===== src/rtl/stack_queue_common_key_finder_macros.svh =====
// Assertion macros used by the datapath of the common-key finder.
// Each macro checks an implication sampled at the rising clock edge and is
// disabled while reset is held.
`ifndef STACK_QUEUE_COMMON_KEY_FINDER_MACROS_SVH
`define STACK_QUEUE_COMMON_KEY_FINDER_MACROS_SVH

`ifndef SYNTHESIS

// Consequent must hold in the same cycle as the antecedent.
`define SQCKF_ASSERT_SAME(label, clk, rst_n, ante, cons) \
    label: assert property (@(posedge clk) disable iff (!rst_n) (ante) |-> (cons)) \
        else $error("%m: check failed");

// Consequent must hold in the cycle after the antecedent.
`define SQCKF_ASSERT_NEXT(label, clk, rst_n, ante, cons) \
    label: assert property (@(posedge clk) disable iff (!rst_n) (ante) |=> (cons)) \
        else $error("%m: check failed");

`else

`define SQCKF_ASSERT_SAME(label, clk, rst_n, ante, cons)
`define SQCKF_ASSERT_NEXT(label, clk, rst_n, ante, cons)

`endif

`endif


===== src/rtl/sqckf_pkg.sv =====
package sqckf_pkg;

    localparam int KEY_W     = 18;
    localparam int POS_W     = 4;
    localparam int CMD_W     = 2;
    localparam int DEPTH_DEF = 8;

    typedef enum logic [CMD_W-1:0] {
        CMD_PUSH = 2'd0,
        CMD_ENQ  = 2'd1,
        CMD_RUN  = 2'd2
    } cmd_t;

    typedef enum logic [1:0] {
        ST_IDLE,
        ST_SCAN,
        ST_FINISH
    } state_t;

    // Commands from the controller to the datapath.
    typedef struct packed {
        logic push;
        logic enq;
        logic scan_start;
        logic scan_step;
        logic finish;
    } dp_cmd_t;

    // Status from the datapath to the controller.
    typedef struct packed {
        logic pair_match;
        logic pair_last;
        logic stores_empty;
        logic pend_valid;
        logic out_free;
    } dp_stat_t;

endpackage


===== src/rtl/sqckf_channels.sv =====
interface sqckf_in_if;
    logic                              valid;
    logic                              ready;
    logic [sqckf_pkg::CMD_W-1:0]       cmd;
    logic signed [sqckf_pkg::KEY_W-1:0] key;

    modport source (output valid, output cmd, output key, input ready);
    modport sink (input valid, input cmd, input key, output ready);
endinterface

interface sqckf_out_if;
    logic                              valid;
    logic                              ready;
    logic signed [sqckf_pkg::KEY_W-1:0] match_key;
    logic [sqckf_pkg::POS_W-1:0]       stack_pos;
    logic [sqckf_pkg::POS_W-1:0]       queue_pos;
    logic                              match_valid;
    logic                              overflow;
    logic                              last;

    modport source (output valid, output match_key, output stack_pos, output queue_pos,
                    output match_valid, output overflow, output last, input ready);
    modport sink (input valid, input match_key, input stack_pos, input queue_pos,
                  input match_valid, input overflow, input last, output ready);
endinterface


===== src/rtl/sqckf_ctrl.sv =====
module sqckf_ctrl
(
    input  logic                        clk,
    input  logic                        rst_n,
    input  logic                        in_valid,
    input  logic [sqckf_pkg::CMD_W-1:0] in_cmd,
    output logic                        in_ready,
    input  sqckf_pkg::dp_stat_t         stat,
    output sqckf_pkg::dp_cmd_t          cmd
);

    sqckf_pkg::state_t state_reg;
    sqckf_pkg::state_t state_next;

    always_ff @(posedge clk or negedge rst_n)
    begin
        if (!rst_n)
        begin
            state_reg <= sqckf_pkg::ST_IDLE;
        end
        else
        begin
            state_reg <= state_next;
        end
    end

    always_comb
    begin
        state_next = state_reg;
        cmd        = '0;
        in_ready   = 1'b0;
        unique case (state_reg)
            sqckf_pkg::ST_IDLE:
            begin
                in_ready = 1'b1;
                if (in_valid)
                begin
                    unique case (in_cmd)
                        sqckf_pkg::CMD_PUSH: cmd.push = 1'b1;
                        sqckf_pkg::CMD_ENQ:  cmd.enq  = 1'b1;
                        sqckf_pkg::CMD_RUN:
                        begin
                            cmd.scan_start = 1'b1;
                            state_next = stat.stores_empty ? sqckf_pkg::ST_FINISH
                                                           : sqckf_pkg::ST_SCAN;
                        end
                        default: ;
                    endcase
                end
            end
            sqckf_pkg::ST_SCAN:
            begin
                // A match with a result already pending needs the output slot.
                if (!(stat.pair_match && stat.pend_valid) || stat.out_free)
                begin
                    cmd.scan_step = 1'b1;
                    if (stat.pair_last)
                    begin
                        state_next = sqckf_pkg::ST_FINISH;
                    end
                end
            end
            sqckf_pkg::ST_FINISH:
            begin
                if (stat.out_free)
                begin
                    cmd.finish = 1'b1;
                    state_next = sqckf_pkg::ST_IDLE;
                end
            end
            default:
            begin
                state_next = sqckf_pkg::ST_IDLE;
            end
        endcase
    end

endmodule


===== src/rtl/sqckf_dp.sv =====
`include "stack_queue_common_key_finder_macros.svh"

module sqckf_dp
#(
    parameter int DEPTH = sqckf_pkg::DEPTH_DEF
)
(
    input  logic                               clk,
    input  logic                               rst_n,
    input  sqckf_pkg::dp_cmd_t                 cmd,
    input  logic signed [sqckf_pkg::KEY_W-1:0] key,
    output sqckf_pkg::dp_stat_t                stat,
    sqckf_out_if.source                        results
);

    localparam int CNT_W = $clog2(DEPTH + 1);
    localparam int IDX_W = (DEPTH > 1) ? $clog2(DEPTH) : 1;

    logic signed [sqckf_pkg::KEY_W-1:0] stack_keys_reg [DEPTH];
    logic signed [sqckf_pkg::KEY_W-1:0] queue_keys_reg [DEPTH];
    logic [CNT_W-1:0] stack_count_reg;
    logic [CNT_W-1:0] queue_count_reg;
    logic             overflow_reg;

    logic [IDX_W-1:0] s_reg;
    logic [IDX_W-1:0] q_reg;

    // Match held back until it is known whether it is the last of the run.
    logic                               pend_valid_reg;
    logic signed [sqckf_pkg::KEY_W-1:0] pend_key_reg;
    logic [sqckf_pkg::POS_W-1:0]        pend_spos_reg;
    logic [sqckf_pkg::POS_W-1:0]        pend_qpos_reg;

    logic                               out_valid_reg;
    logic signed [sqckf_pkg::KEY_W-1:0] out_key_reg;
    logic [sqckf_pkg::POS_W-1:0]        out_spos_reg;
    logic [sqckf_pkg::POS_W-1:0]        out_qpos_reg;
    logic                               out_match_reg;
    logic                               out_ovf_reg;
    logic                               out_last_reg;

    logic [IDX_W-1:0]                   stack_addr;
    logic signed [sqckf_pkg::KEY_W-1:0] stack_key;
    logic signed [sqckf_pkg::KEY_W-1:0] queue_key;
    logic                               q_end;
    logic                               s_end;
    logic                               stack_full;
    logic                               queue_full;
    logic                               out_free;
    logic                               emit_step;
    logic                               load_out;

    assign stack_addr = IDX_W'(stack_count_reg - CNT_W'(1) - CNT_W'(s_reg));
    assign stack_key  = stack_keys_reg[stack_addr];
    assign queue_key  = queue_keys_reg[q_reg];
    assign q_end      = (CNT_W'(q_reg) == (queue_count_reg - CNT_W'(1)));
    assign s_end      = (CNT_W'(s_reg) == (stack_count_reg - CNT_W'(1)));
    assign stack_full = (stack_count_reg >= CNT_W'(DEPTH));
    assign queue_full = (queue_count_reg >= CNT_W'(DEPTH));
    assign out_free   = !out_valid_reg || results.ready;

    assign stat.pair_match   = (stack_key == queue_key);
    assign stat.pair_last    = s_end && q_end;
    assign stat.stores_empty = (stack_count_reg == '0) || (queue_count_reg == '0);
    assign stat.pend_valid   = pend_valid_reg;
    assign stat.out_free     = out_free;

    assign emit_step = cmd.scan_step && stat.pair_match && pend_valid_reg;
    assign load_out  = emit_step || cmd.finish;

    always_ff @(posedge clk)
    begin
        if (cmd.push && !stack_full)
        begin
            stack_keys_reg[stack_count_reg[IDX_W-1:0]] <= key;
        end
        if (cmd.enq && !queue_full)
        begin
            queue_keys_reg[queue_count_reg[IDX_W-1:0]] <= key;
        end
    end

    always_ff @(posedge clk or negedge rst_n)
    begin
        if (!rst_n)
        begin
            stack_count_reg <= '0;
            queue_count_reg <= '0;
            overflow_reg    <= 1'b0;
        end
        else if (cmd.finish)
        begin
            stack_count_reg <= '0;
            queue_count_reg <= '0;
            overflow_reg    <= 1'b0;
        end
        else
        begin
            if (cmd.push)
            begin
                if (stack_full)
                begin
                    overflow_reg <= 1'b1;
                end
                else
                begin
                    stack_count_reg <= stack_count_reg + CNT_W'(1);
                end
            end
            if (cmd.enq)
            begin
                if (queue_full)
                begin
                    overflow_reg <= 1'b1;
                end
                else
                begin
                    queue_count_reg <= queue_count_reg + CNT_W'(1);
                end
            end
        end
    end

    always_ff @(posedge clk or negedge rst_n)
    begin
        if (!rst_n)
        begin
            s_reg          <= '0;
            q_reg          <= '0;
            pend_valid_reg <= 1'b0;
        end
        else if (cmd.scan_start || cmd.finish)
        begin
            s_reg          <= '0;
            q_reg          <= '0;
            pend_valid_reg <= 1'b0;
        end
        else if (cmd.scan_step)
        begin
            if (q_end)
            begin
                q_reg <= '0;
                s_reg <= s_reg + IDX_W'(1);
            end
            else
            begin
                q_reg <= q_reg + IDX_W'(1);
            end
            if (stat.pair_match)
            begin
                pend_valid_reg <= 1'b1;
            end
        end
    end

    always_ff @(posedge clk)
    begin
        if (cmd.scan_step && stat.pair_match)
        begin
            pend_key_reg  <= stack_key;
            pend_spos_reg <= sqckf_pkg::POS_W'(s_reg) + sqckf_pkg::POS_W'(1);
            pend_qpos_reg <= sqckf_pkg::POS_W'(q_reg) + sqckf_pkg::POS_W'(1);
        end
    end

    always_ff @(posedge clk or negedge rst_n)
    begin
        if (!rst_n)
        begin
            out_valid_reg <= 1'b0;
        end
        else if (load_out)
        begin
            out_valid_reg <= 1'b1;
        end
        else if (results.ready)
        begin
            out_valid_reg <= 1'b0;
        end
    end

    always_ff @(posedge clk)
    begin
        if (load_out)
        begin
            out_ovf_reg <= overflow_reg;
            if (pend_valid_reg)
            begin
                out_key_reg   <= pend_key_reg;
                out_spos_reg  <= pend_spos_reg;
                out_qpos_reg  <= pend_qpos_reg;
                out_match_reg <= 1'b1;
            end
            else
            begin
                out_key_reg   <= '0;
                out_spos_reg  <= '0;
                out_qpos_reg  <= '0;
                out_match_reg <= 1'b0;
            end
            out_last_reg <= cmd.finish;
        end
    end

    assign results.valid       = out_valid_reg;
    assign results.match_key   = out_key_reg;
    assign results.stack_pos   = out_spos_reg;
    assign results.queue_pos   = out_qpos_reg;
    assign results.match_valid = out_match_reg;
    assign results.overflow    = out_ovf_reg;
    assign results.last        = out_last_reg;

    `SQCKF_ASSERT_NEXT(a_finish_clears, clk, rst_n, cmd.finish,
        (stack_count_reg == '0) && (queue_count_reg == '0) && !overflow_reg)
    `SQCKF_ASSERT_SAME(a_no_overwrite, clk, rst_n, load_out, out_free)
    `SQCKF_ASSERT_SAME(a_step_nonempty, clk, rst_n, cmd.scan_step, !stat.stores_empty)
    `SQCKF_ASSERT_NEXT(a_finish_last, clk, rst_n, cmd.finish,
        results.valid && results.last && (results.match_valid || !$past(pend_valid_reg)))

endmodule


===== src/rtl/stack_queue_common_key_finder.sv =====
// Stack and queue common-key finder. Command 0 pushes the key onto an
// internal stack and command 1 appends it to an internal queue, each holding
// up to DEPTH keys; a load into a full store is dropped and sets a sticky
// overflow flag. Command 2 runs a match: the stack is walked from its top,
// and for every stack entry the queue is walked from its front, one
// stack/queue pair compared per clock cycle by a single comparator unless a
// new match waits for a full result register. Each equal pair yields one
// result item with the key and both 1-based positions; a run with no equal
// pair yields a single item with match_valid clear. The final item of a run
// has last set, every item of a run carries the overflow flag, and the run
// then empties both stores and clears the flag. Loads are accepted back to
// back while idle. The input is held off for the whole run, which may also
// stall while the result register is full and not taken.
// Command 3 is accepted and ignored. Stored keys are not cleared at reset;
// only entries below the counts are ever read.
module stack_queue_common_key_finder
#(
    parameter int DEPTH = sqckf_pkg::DEPTH_DEF
)
(
    input  logic        clk,
    input  logic        rst_n,
    sqckf_in_if.sink    items,
    sqckf_out_if.source results
);

    sqckf_pkg::dp_cmd_t  cmd;
    sqckf_pkg::dp_stat_t stat;

    // The controller sequences loads, the pair walk and the end of a run.
    sqckf_ctrl u_ctrl
    (
        .clk      (clk),
        .rst_n    (rst_n),
        .in_valid (items.valid),
        .in_cmd   (items.cmd),
        .in_ready (items.ready),
        .stat     (stat),
        .cmd      (cmd)
    );

    // The datapath holds both stores, the walk counters, the pending match
    // and the result register.
    sqckf_dp
    #(
        .DEPTH (DEPTH)
    )
    u_dp
    (
        .clk     (clk),
        .rst_n   (rst_n),
        .cmd     (cmd),
        .key     (items.key),
        .stat    (stat),
        .results (results)
    );

endmodule

===== src/flat_wrapper.sv =====
// flat-port wrapper written by rule: the top's interface ports become plain ports
module stack_queue_common_key_finder_flat 
#(
    parameter int DEPTH = sqckf_pkg::DEPTH_DEF
)
  (clk, rst_n, items_valid, items_cmd, items_key, items_ready, results_valid, results_match_key, results_stack_pos, results_queue_pos, results_match_valid, results_overflow, results_last, results_ready);
  sqckf_in_if items_i ();
  sqckf_out_if results_i ();
  input  logic clk;
  input  logic rst_n;
  input wire logic [$bits(items_i.valid)-1:0] items_valid;
  input wire logic [$bits(items_i.cmd)-1:0] items_cmd;
  input wire logic [$bits(items_i.key)-1:0] items_key;
  output wire logic [$bits(items_i.ready)-1:0] items_ready;
  output wire logic [$bits(results_i.valid)-1:0] results_valid;
  output wire logic [$bits(results_i.match_key)-1:0] results_match_key;
  output wire logic [$bits(results_i.stack_pos)-1:0] results_stack_pos;
  output wire logic [$bits(results_i.queue_pos)-1:0] results_queue_pos;
  output wire logic [$bits(results_i.match_valid)-1:0] results_match_valid;
  output wire logic [$bits(results_i.overflow)-1:0] results_overflow;
  output wire logic [$bits(results_i.last)-1:0] results_last;
  input wire logic [$bits(results_i.ready)-1:0] results_ready;
  assign items_i.valid = items_valid;
  assign items_i.cmd = items_cmd;
  assign items_i.key = items_key;
  assign items_ready = items_i.ready;
  assign results_valid = results_i.valid;
  assign results_match_key = results_i.match_key;
  assign results_stack_pos = results_i.stack_pos;
  assign results_queue_pos = results_i.queue_pos;
  assign results_match_valid = results_i.match_valid;
  assign results_overflow = results_i.overflow;
  assign results_last = results_i.last;
  assign results_i.ready = results_ready;
  stack_queue_common_key_finder #(.DEPTH(DEPTH)) u_core (.clk(clk), .rst_n(rst_n), .items(items_i), .results(results_i));
endmodule

===== config.mk =====
export PLATFORM = sky130hd
export DESIGN_NAME = stack_queue_common_key_finder_flat
export DESIGN_NICKNAME = d
export VERILOG_FILES = /design/src/rtl/sqckf_pkg.sv /design/src/rtl/sqckf_channels.sv /design/src/rtl/sqckf_ctrl.sv /design/src/rtl/sqckf_dp.sv /design/src/rtl/stack_queue_common_key_finder.sv /design/src/flat_wrapper.sv
export VERILOG_INCLUDE_DIRS = /design/src /design/src/rtl
export SDC_FILE = /design/constraint.sdc
export NUM_CORES = 1
export LEC_CHECK = 0
export BUFFER_PORTS_ARGS = -buffer_cell sky130_fd_sc_hd__buf_4
export CORE_UTILIZATION = 41
export CTS_CLUSTER_SIZE = 12
export DETAILED_ROUTE_END_ITERATION = 10
export PLACE_DENSITY = 0.57
export REMOVE_ABC_BUFFERS = 1
export SKIP_CTS_REPAIR_TIMING = 1
export SYNTH_ARGS = -nofsm -noshare
export SYNTH_HDL_FRONTEND = slang
export SYNTH_HIERARCHICAL = 1
export SYNTH_SLANG_ARGS = --single-unit

===== constraint.sdc =====
create_clock -name clk -period 6.9 [get_ports clk]
set_clock_uncertainty 0.05 [all_clocks]
set_input_delay 1.38 -clock clk [delete_from_list [all_inputs] [get_ports clk]]
set_output_delay 1.38 -clock clk [all_outputs]
set_load 0.005 [all_outputs]

# == Word level (Yosys, flattened, before mapping) ==
# Memories as Yosys holds them, arrays and structs flattened.
# Cells that the tools add are included.
# word_totals
reg_bits,74
ram_bits,288
in_bits,24
output_inout_bits,31
wordCells,118
mem_count,2
# memory_table
memory,depth,width,rd,rd_ports_with_merged_regs,write_ports,line_no,source
u_core.u_dp.queue_keys_reg,8,18,1,0,1,sqckf_dp.sv:20,logic signed [sqckf_pkg::KEY_W-1:0] queue_keys_reg [DEPTH];
u_core.u_dp.stack_keys_reg,8,18,1,0,1,sqckf_dp.sv:19,logic signed [sqckf_pkg::KEY_W-1:0] stack_keys_reg [DEPTH];
# classes
n_addsub,9
n_lt_le_gt_ge,2
n_eq_ne,14
n_mux,44
reduce_logical,30
# ops
op,count
$mux 3,8
$mux 4,6
$mux 1,23
$eq 18x18->1,1
$mux 2,6
$reduce_bool 2->1,6
$ne 2x2->1 const B,5
$add 3x1->4 const B,2
$add 4x1->4 const B,2
$eq 3x4->1,2
$ge 4x4->1 const B,2
$logic_not 4->1,2
$reduce_and 2->1,4
$sub 4x1->4 const B,2
$add 3x1->3 const B,2
$logic_and 1x1->1,6
$pmux 2 s3,1
$logic_or 1x1->1,5
$reduce_and 5->1,1
$eq 2x1->1 const B,2
$eq 2x2->1 const B,2
$logic_not 1->1,4
$logic_not 2->1,2
$ne 2x1->1 const B,2
$sub 3x3->3,1

# == Depth between registers and ports, before layout ==
# An unclocked memory read counts as a cell.
# depth
ltp_word,13
mapped_depth,20

# == Hierarchy ==
# Netlist, hierarchy kept.
# modules_own_cells
module,n_inst,cells_each,area_each_um2,seq_area_each_um2
sqckf_dp,1,668,13983.4,10725.3
sqckf_ctrl,1,19,156.4,50.0

# == Least setup slack after synthesis ==
# Ideal clock, no wire load.
# synth_timing
kind,reg-to-reg
start,reg u_core.u_dp.stack_count_reg[0]
end,reg u_core.u_dp.out_last_reg (netlist: u_core/u_dp/results.last) (enable)
setup_time_ns,0.419
arrival_time_ns,5.120
required_time_ns,6.431
setup_slack_ns,1.311
stages_incl_launch_ff,18
path_buffers,3
cell_sequence,dfrtp_1 -> clkbuf_1 -> inv_1 -> ha_1 -> fa_1 -> clkbuf_1 -> clkbuf_1 -> mux4_2 -> mux2_2 -> xnor2_1 -> nor4_1 -> and3_1 -> and2_1 -> nand2_1 -> nor2_1 -> nor2_1 -> nand3_2 -> o21ai_1
# synth_rtl
element,line_no,source
start: declaration,sqckf_dp.sv:21,logic [CNT_W-1:0] stack_count_reg;
start signal: assignment,sqckf_dp.sv:107,stack_count_reg <= stack_count_reg + CNT_W'(1);
end signal: assignment,sqckf_dp.sv:201,out_last_reg <= cmd.finish;
end: declaration,sqckf_dp.sv:40,logic out_last_reg;

==> impl_results.md <==
* Status: finished clean
* Initial Utilization at 0.420
* Die Wd at ~190 µm
* Sw frac at 0.274
* Synth Cell Area at 0.0141 mm²
* Hold path startpoint: u_core/u_dp/overflow_reg
* Clk buf depth at 3
* Critical Path RT at 6970 ps
* Share of cells above drive strength 1 at 0.293
* Startpoint Class: flip-flop
* Pre-antenna DRT Iters at 5
* Number of synthesis warnings at 6
* Tcrit/Tclk final at 0.827
* CTS buffer count at 37
* CP delay by family, top: adder cells
* Routed WL at ~29000 µm
* Reg2reg path depth at 14
* Max stage delay on crit path at 1240 ps
* P_sw at ~1.7 mW
* CP max-delay cell: fa_2
* Pin count of the biggest net entering global routing at 37
* Buf/Inv on CP at 1
* Hold Fails Final Rpt at 0
* Number of endpoints failing setup at the final stage at 0
* EDFF count, synth at 343
* Die height at 188 µm
* Worst-Skew Late Latency at approximately 520 ps
* Worst slew margin at 0.255
* Area delta synth->final at 14.9%
* Hold EP: u_core/u_dp/results.overflow
* Starting DRT DRC Count at 628
* Total stage count of the critical path at 14
* CTS tree: done
* Max-cap violations at 0
* Post-synth top area cell: edfxtp_1
* Root buf cell: clkbuf_16
* Final WS setup at 1190 ps
* Vias per std cell at between 5 and 6
* WS Path Type: reg -> reg
* GRT Util Overall at 0.168
* RePlAce Congestion at 0.785
* Syn_area_per_cell at 20.6 µm²
* Async set-or-reset flop fraction in the synthesized netlist at 0.0525
* Seq cells post-synth at between 300 and 400
* Die area at about 0.035 mm²
* DP Wirelength at 16700 µm
* Clock power share at 0.290
* Place WS at 1140 ps
* Vias at 6530
* CTS Sinks at 362
* CP most frequent cell: nor2_1
* Final Critical Period at 5710 ps
* R2R Path End: u_core/u_dp/results.match_key[8]
* I/O Pins at 55
* Cells after synthesis at 687
* Hold Path Class: reg -> reg
* Internal power at roughly 4.5 mW
* Buffers added on ports at 54
* Post-synthesis sequential area ratio at 0.762
* Worst-path clk slew at 60 ps
* Library cells used by synthesis at 47
* Maximum VDD drop at 211 µV
* N_diodes at 0
* Reg power frac at 0.434
* Top_reg_cell synth: edfxtp_1
* RSZ-0062 raised after global routing: no
* Worst reg-to-reg setup slack at 1190 ps
* Fin. max-slew vios at 0
* Count leader, synth: edfxtp_1
* Top post-synthesis cells by count: 343 x edfxtp_1, 72 x mux4_2, 33 x nor2_1, 27 x and2_1, 25 x xnor2_1
* WL per Instance at between 20 and 25 µm
* DR DRC count at 0
* Antenna violations before repair at 0
* Top post-synthesis cells by area: edfxtp_1 73%, mux4_2 11%, dfrtp_1 3.4%
* ANT nets after route at 0
* CP Capture Type: flip-flop
* CP Max Fanout at 36
* Worst setup path start: u_core/u_dp/stack_count_reg[0]
* First-pass GRT wire length at about 43000 µm
* Top-area cell type share of the netlist area at 0.728
* Max Fclk at roughly 0.18 GHz
* GR Overflow Total at 0
* H-tree levels at 2
* P_leak at 5.28 nW
* Setup tns final at 0 ps
* PD cells at 380 mW/mm²
* Reg-to-Reg Start: u_core/u_dp/stack_count_reg[0]
* Core area at between 0.03 and 0.04 mm²
* Least-Margin Pin Slew at 1110 ps
* Comb power frac at 0.276
* Hold Path Stages at 0
* Cell Chain, Critical Path: inv_1 > ha_1 > fa_2 > mux4_2 > mux2_2 > xnor2_1 > nor4_1 > and3_1 > and2_1 > nand2_1 > nor2_1 > nor2_1 > nand3_2 > o21ai_4
* Rows at 67
* Nets at about 800
* Vias in the first global route at roughly 7k
* Worst endpoint data arrival time at 5780 ps
-- worst max-delay path by stage --
| stage | to | slack, ps |
|---|---|---|
| 2_1_floorplan | u_core/u_dp/results.last | 1140 |
| 3_3_place_gp | u_core/u_dp/results.match_key[15] | 1360 |
| 3_5_place_dp | u_core/u_dp/results.match_key[15] | 1140 |
| 4_1_cts | u_core/u_dp/results.match_key[0] | 1130 |
| 5_1_grt | u_core/u_dp/results.stack_pos[2] | 830 |
| 6_report | u_core/u_dp/results.match_key[8] | 1190 |
-- through the flow --
stage                     utilization  instance area [µm²]  total power, mW  hold WS, ps  cells
after detailed placement        0.450                15200             4.46          385   1175
after CTS                       0.482                16200             6.27          418   1234
after global placement          0.450                15200             4.42          394   1175
after floorplan                     -                14000             3.98          375    657
final                           0.482                16200             6.17          425   1234
after global routing            0.482                16200             6.47          435   1234
-- worst register-to-register path, delay by kind of cell, from the launching register on --
kind,cells,cell delay (ps)
adder cells (fa/ha/maj),2,1600
AND/OR/NAND/NOR,7,1160
AO/OA/AOI/OAI,1,900
multiplexers,2,720
flip-flops,1,540
XOR/XNOR,1,210
buffers and inverters,1,130
-- area by class of cell --
cell class / count / area [µm²]
Inverter: 15 / 56.3
Fill cell: 2741 / 17500
Sequential cell: 362 / 10800
Multi-Input combinational cell: 280 / 3260
Clock inverter: 4 / 21.3
Timing Repair Buffer: 70 / 526
Tap cell: 448 / 561
Clock buffer: 55 / 1050
-- layout by cell type (no fill, tap or decap), types with 2 or more instances in the layout --
master	Yosys	layout
nor2_1	33	21
dfrtp_2	0	2
and3_1	3	3
and2_1	27	27
clkinv_1	0	2
clkbuf_16	0	39
mux2_2	14	14
xor2_1	5	5
nor3_1	8	4
edfxtp_1	343	343
nor2_2	1	7
nor3b_1	3	3
nor3_2	0	4
nor2_4	0	6
xnor2_1	25	25
mux2i_1	18	18
clkbuf_1	16	15
o21ai_0	2	2
nand2b_1	5	5
nor4_1	4	4
nor2b_1	3	3
inv_1	15	15
ha_1	8	7
mux4_2	72	72
dfrtp_1	19	17
buf_4	2	70
a21oi_1	7	7
nand2_1	19	19
mux2_4	4	4
-- power groups by stage --
stage / logic (mW) / clock network, mW / registers (mW)
after CTS: 1.74 / 1.84 / 2.69
after global placement: 1.70 / 0 / 2.72
final: 1.70 / 1.79 / 2.68
after global routing: 1.85 / 1.92 / 2.70
after detailed placement: 1.73 / 0 / 2.73
after floorplan: 1.26 / 0 / 2.72
-- routing by layer --
metal,track usage,part of all wire
met4,0.0538,0.026
met5,0,0
met2,0.289,0.50
met3,0.0294,0.047
met1,0.218,0.42
-- cells by family (layout without fill, tap and decap cells) --
| kind of cell | after synthesis | in the layout | share of synthesized area |
|---|---|---|---|
| DFF | 362 | 362 | 0.762 |
| and+or+nand+nor | 113 | 113 | 0.0416 |
| muxes | 109 | 109 | 0.144 |
| buffers and inverters | 45 | 144 | 0.0144 |
| xor gates and xnor gates | 32 | 32 | 0.0222 |
| AOI/OAI and AO/OA | 17 | 17 | 0.00761 |
| adders and majority gates | 9 | 9 | 0.00850 |
Note: power is estimated with default switching activity, not from simulation.
